`src/sv/cfa_pkg.sv`:
```
`timescale 1ns / 1ps
// ----------------------------------------------------------------------------
// cfa_pkg
// Shared types and constants of the contiguous fit allocator.
// ----------------------------------------------------------------------------
package cfa_pkg;

  localparam int MEM_UNITS_DEF  = 1024;
  localparam int OWNER_BITS_DEF = 8;

  localparam int OWNER_IN_W = 8;
  localparam int SIZE_W     = 11;
  localparam int BASE_W     = 10;
  localparam int START_W    = 10;
  localparam int POLICY_W   = 2;

  localparam logic ACT_ALLOC   = 1'b0;
  localparam logic ACT_RELEASE = 1'b1;

  localparam logic ST_DONE  = 1'b0;
  localparam logic ST_NOFIT = 1'b1;

  // code three behaves as first fit
  typedef enum logic [POLICY_W-1:0] {
    POL_FIRST = 2'd0,
    POL_BEST  = 2'd1,
    POL_WORST = 2'd2
  } policy_t;

  typedef enum logic [2:0] {
    S_CLEAR,
    S_IDLE,
    S_SCAN,
    S_FINISH,
    S_PLACE,
    S_WRITE,
    S_RESP
  } ctrl_state_t;

  typedef struct packed {
    logic start;
    logic scan_step;
    logic finish;
    logic place;
    logic write_step;
    logic respond;
  } ctrl_cmd_t;

  typedef struct packed {
    logic scan_done;
    logic write_done;
    logic out_free;
  } dp_stat_t;

endpackage

```
`src/sv/cfa_ctrl.sv`:
```
`timescale 1ns / 1ps
// ----------------------------------------------------------------------------
// cfa_ctrl
// Sequencer: clearing pass, map scan, hole placement, run write, response.
// ----------------------------------------------------------------------------
module cfa_ctrl
  import cfa_pkg::*;
(
  input  logic       clk,
  input  logic       rst,
  input  logic       in_valid,
  input  logic       action,
  input  dp_stat_t   stat,
  output ctrl_cmd_t  cmd,
  output logic       in_stall
);

  ctrl_state_t state, state_next;

  always_ff @(posedge clk) begin
    if (rst) begin
      state <= S_CLEAR;
    end else begin
      state <= state_next;
    end
  end

  always_comb begin
    state_next = state;
    case (state)
      S_CLEAR: begin
        if (stat.write_done) state_next = S_IDLE;
      end
      S_IDLE: begin
        if (in_valid) state_next = (action == ACT_RELEASE) ? S_PLACE : S_SCAN;
      end
      S_SCAN: begin
        if (stat.scan_done) state_next = S_FINISH;
      end
      S_FINISH: state_next = S_PLACE;
      S_PLACE:  state_next = S_WRITE;
      S_WRITE: begin
        if (stat.write_done) state_next = S_RESP;
      end
      S_RESP: begin
        if (stat.out_free) state_next = S_IDLE;
      end
      default: state_next = S_IDLE;
    endcase
  end

  always_comb begin
    cmd      = '0;
    in_stall = 1'b1;
    case (state)
      S_CLEAR: cmd.write_step = 1'b1;
      S_IDLE: begin
        in_stall  = 1'b0;
        cmd.start = in_valid;
      end
      S_SCAN:   cmd.scan_step  = 1'b1;
      S_FINISH: cmd.finish     = 1'b1;
      S_PLACE:  cmd.place      = 1'b1;
      S_WRITE:  cmd.write_step = 1'b1;
      S_RESP:   cmd.respond    = stat.out_free;
      default: begin
        cmd      = '0;
        in_stall = 1'b1;
      end
    endcase
  end

endmodule

```
`config.mk`:
```
export PLATFORM = sky130hd
export DESIGN_NAME = cfa_ctrl
export DESIGN_NICKNAME = d
export VERILOG_FILES = /design/src/sv/cfa_pkg.sv /design/src/sv/cfa_ctrl.sv
export SDC_FILE = /design/constraint.sdc
export NUM_CORES = 1
export LEC_CHECK = 0
export BUFFER_PORTS_ARGS = -buffer_cell sky130_fd_sc_hd__clkbuf_2
export CAP_MARGIN = 20
export CORE_AREA = 3 3 40 42
export CTS_CLUSTER_SIZE = 30
export DETAILED_ROUTE_END_ITERATION = 10
export DIE_AREA = 0 0 43 45
export PLACE_DENSITY = 0.41
export SKIP_CTS_REPAIR_TIMING = 1
export SLEW_MARGIN = 30
export SYNTH_ARGS = -nofsm -noshare
export SYNTH_HDL_FRONTEND = slang
export SYNTH_SLANG_ARGS = --single-unit
export TNS_END_PERCENT = 10
```
`constraint.sdc`:
```
create_clock -name clk -period 1 [get_ports clk]
set_input_delay 0.15 -clock clk [delete_from_list [all_inputs] [get_ports clk]]
set_output_delay 0.15 -clock clk [all_outputs]
set_load 0.01 [all_outputs]
```
==> impl_metrics.py <==
metrics = {
    "outcome": {
        "status": "finished, violations left",
        "violations": "setup timing",
    },
    "floorplan": {
        "die_w_um": 43,
        "rows": 13,
        "die_y_um": 45,
        "start_util": 0.218,
        "core_um2": 1280,
        "ioPinCount": 14,
        "die_area_um2": 1940,
    },
    "placed_design": {
        "place_hpwl_um": 541,
        "io_buffers": 13,
        "placed_area_um2": 369,
        "place_congestion": 0.720,
    },
    "layout": {
        "top_regs": "state (3)",
        "final_util": 0.335,
        "layout-area-overhead-vs-synth_pct": 53.6,
        "fin_area_um2": 430,
        "final_nets": 64,
        "largest_register_ffs": 3,
        "drive_above_1_share": 0.571,
        "top_register": "state",
        "fillCellCount": 145,
        "final_cell_mix": "8 x nor2_1, 8 x clkbuf_2, 6 x buf_4, 5 x buf_2",
        "antenna_cells_inserted": 0,
    },
    "route": {
        "dr.pass1.iters": 4,
        "totalWireLength_um": 696,
        "via_per_inst": 4.46,
        "wl_per_cell_um": 9.80,
        "ant_nets": 0,
        "drc": 0,
        "drt_first_iter_violations": 4,
        "vias": 317,
    },
    "setup_path": {
        "worstPathBufferInverterCount": 2,
        "crit_family": "flip-flops",
        "worstSetupPathType": "register to primary output",
        "path_max_fanout": 7,
        "critPathCaptureType": "primary output",
        "critPathLaunchType": "register",
        "slowest_delay_ps": 350,
        "arrival_ps": 1130,
        "rr_startpoint": "state[2]",
        "cp_cell_sequence": "buf_4 > or2_2 > clkbuf_2",
        "cp.required_ps": 850,
        "startpoint": "state[2]",
        "slowest_stage": "dfxtp_4",
    },
    "sta": {
        "final-setup-viol-count": 9,
        "post-route-period-util": 1.28,
        "slew_headroom": 0.871,
        "rsz0062_at_grt": "true",
        "skew_ps": 1.36,
        "fmax_ghz": 0.779,
        "max_slew.worst_pin.slew_ps": 192,
        "tns_ps": -1790,
        "slew_violations": 0,
        "fin_crit_ps": 1280,
        "setup_slack_ps": -284,
        "finalHoldViolations": 0,
    },
    "grt": {
        "first_global_vias": 266,
        "antenna_found_initial": 0,
        "grt_pass1_wl_um": 1060,
        "use_met1": 0.0962,
        "overflow": 0,
        "grt_max_degree": 11,
        "grt_use_met3": 0.0359,
        "gr-usage-met2": 0.105,
        "track_usage": 0.0724,
        "busiest_layer": "met2",
    },
    "clock_network": {
        "cts_tree": "built",
        "clkTransAtPathRegs_ps": 30,
        "clock_path_buffers": 2,
        "cts_buffers": 3,
        "cts_root_buf": "clkbuf_4",
        "htreeDepth": 1,
        "clock_sinks": 3,
        "clk_latency_ps": 230,
    },
    "yosys": {
        "netlist_instances": 35,
        "ys_seq_area_frac": 0.214,
        "synth_area_um2": 280,
        "yosysUniqueCellTypes": 19,
        "synth-seq-cells": 3,
        "ys_warn_count": 0,
        "syn_nets": 42,
        "syn-mean-instance-area_um2": 8.01,
    },
    "pwr": {
        "cellPowerDensity_nw_per_um2": 1900,
        "peakVddDrop_uv": 1040,
        "p_leak_nw": 0.209,
    },
    "worst_hold_path": {
        "hold_path.class": "input port to register",
        "min_from": "rst",
    },
    "flow_run": {
        "maxCapViolations": 0,
    },
}
==> final cells by class <==
| type | instances | area [um^2] | share of cell area |
|---|---|---|---|
| clock buffers | 4 | 26.3 | 0.0610 |
| inverters | 1 | 3.75 | 0.00872 |
| multi-input cells | 28 | 189 | 0.439 |
| flip-flops and latches | 3 | 71.3 | 0.166 |
| well taps | 15 | 18.8 | 0.0436 |
| repair buffers | 20 | 121 | 0.282 |
==> report_power, final <==
part,switching [W],internal [W],total (W)
Sequential,0.0000559,0.000160,0.000216
Clock,0.0000566,0.000149,0.000206
Combinational,0.000173,0.000224,0.000396
Total,0.000285,0.000533,0.000818
==> cell families (layout without fill, tap and decap cells) <==
logic type | Yosys count | after routing | share of synthesized area
buf+inv | 4 | 25 | 0.165
simple gates | 20 | 20 | 0.393
flops | 3 | 3 | 0.214
xor+xnor | 1 | 1 | 0.0313
compound gates | 7 | 7 | 0.196
==> worst register-to-register path: cells and delay by family, from the launching register on <==
family / cells / cell delay (ps)
flip-flops: 1 / 350
AND/OR/NAND/NOR: 2 / 270
AO/OA/AOI/OAI: 1 / 200
buffers and inverters: 2 / 270
==> worst paths after layout <==
path         endpoint  slack, ps  depth (start not counted)
min reg2reg  state[1]        560                          1
min          state[2]        240                          3
max reg2reg  state[0]       -200                          5
max          in_stall       -280                          3
==> Yosys cell counts (all sizes together) <==
cell type | count | area (um^2)
a31oi | 1 | 6.26
or2b | 2 | 15.0
xor2 | 1 | 8.76
and4bb | 1 | 12.5
o21ai | 1 | 5.00
dfxtp | 3 | 60.1
buf | 3 | 42.5
o31a | 1 | 8.76
a21oi | 1 | 5.00
or2 | 1 | 6.26
nand2b | 2 | 12.5
nor4 | 1 | 6.26
inv | 1 | 3.75
a32o | 3 | 30.0
and3b | 1 | 8.76
nand2 | 2 | 7.51
nor2 | 9 | 33.8
nor3b | 1 | 7.51
==> routing by layer <==
layer,vias to the layer above,routed length (um)
li1,164,-
met4,0,0
met5,-,0
met1,142,338
met3,0,52
met2,11,306
==> per-stage QoR <==
| stage | std cells | hold WS, ps | total power, W | setup WS (ps) |
|---|---|---|---|---|
| global route | 71 | 274 | 0.000894 | -338 |
| CTS | 69 | 225 | 0.000787 | -390 |
| global placement | 65 | 487 | 0.000577 | -154 |
| floorplan | 35 | 317 | 0.000483 | -35.4 |
| finish | 71 | 239 | 0.000818 | -284 |
| detailed placement | 65 | 468 | 0.000570 | -146 |
No activity file was read; power rests on OpenSTA's default activity.
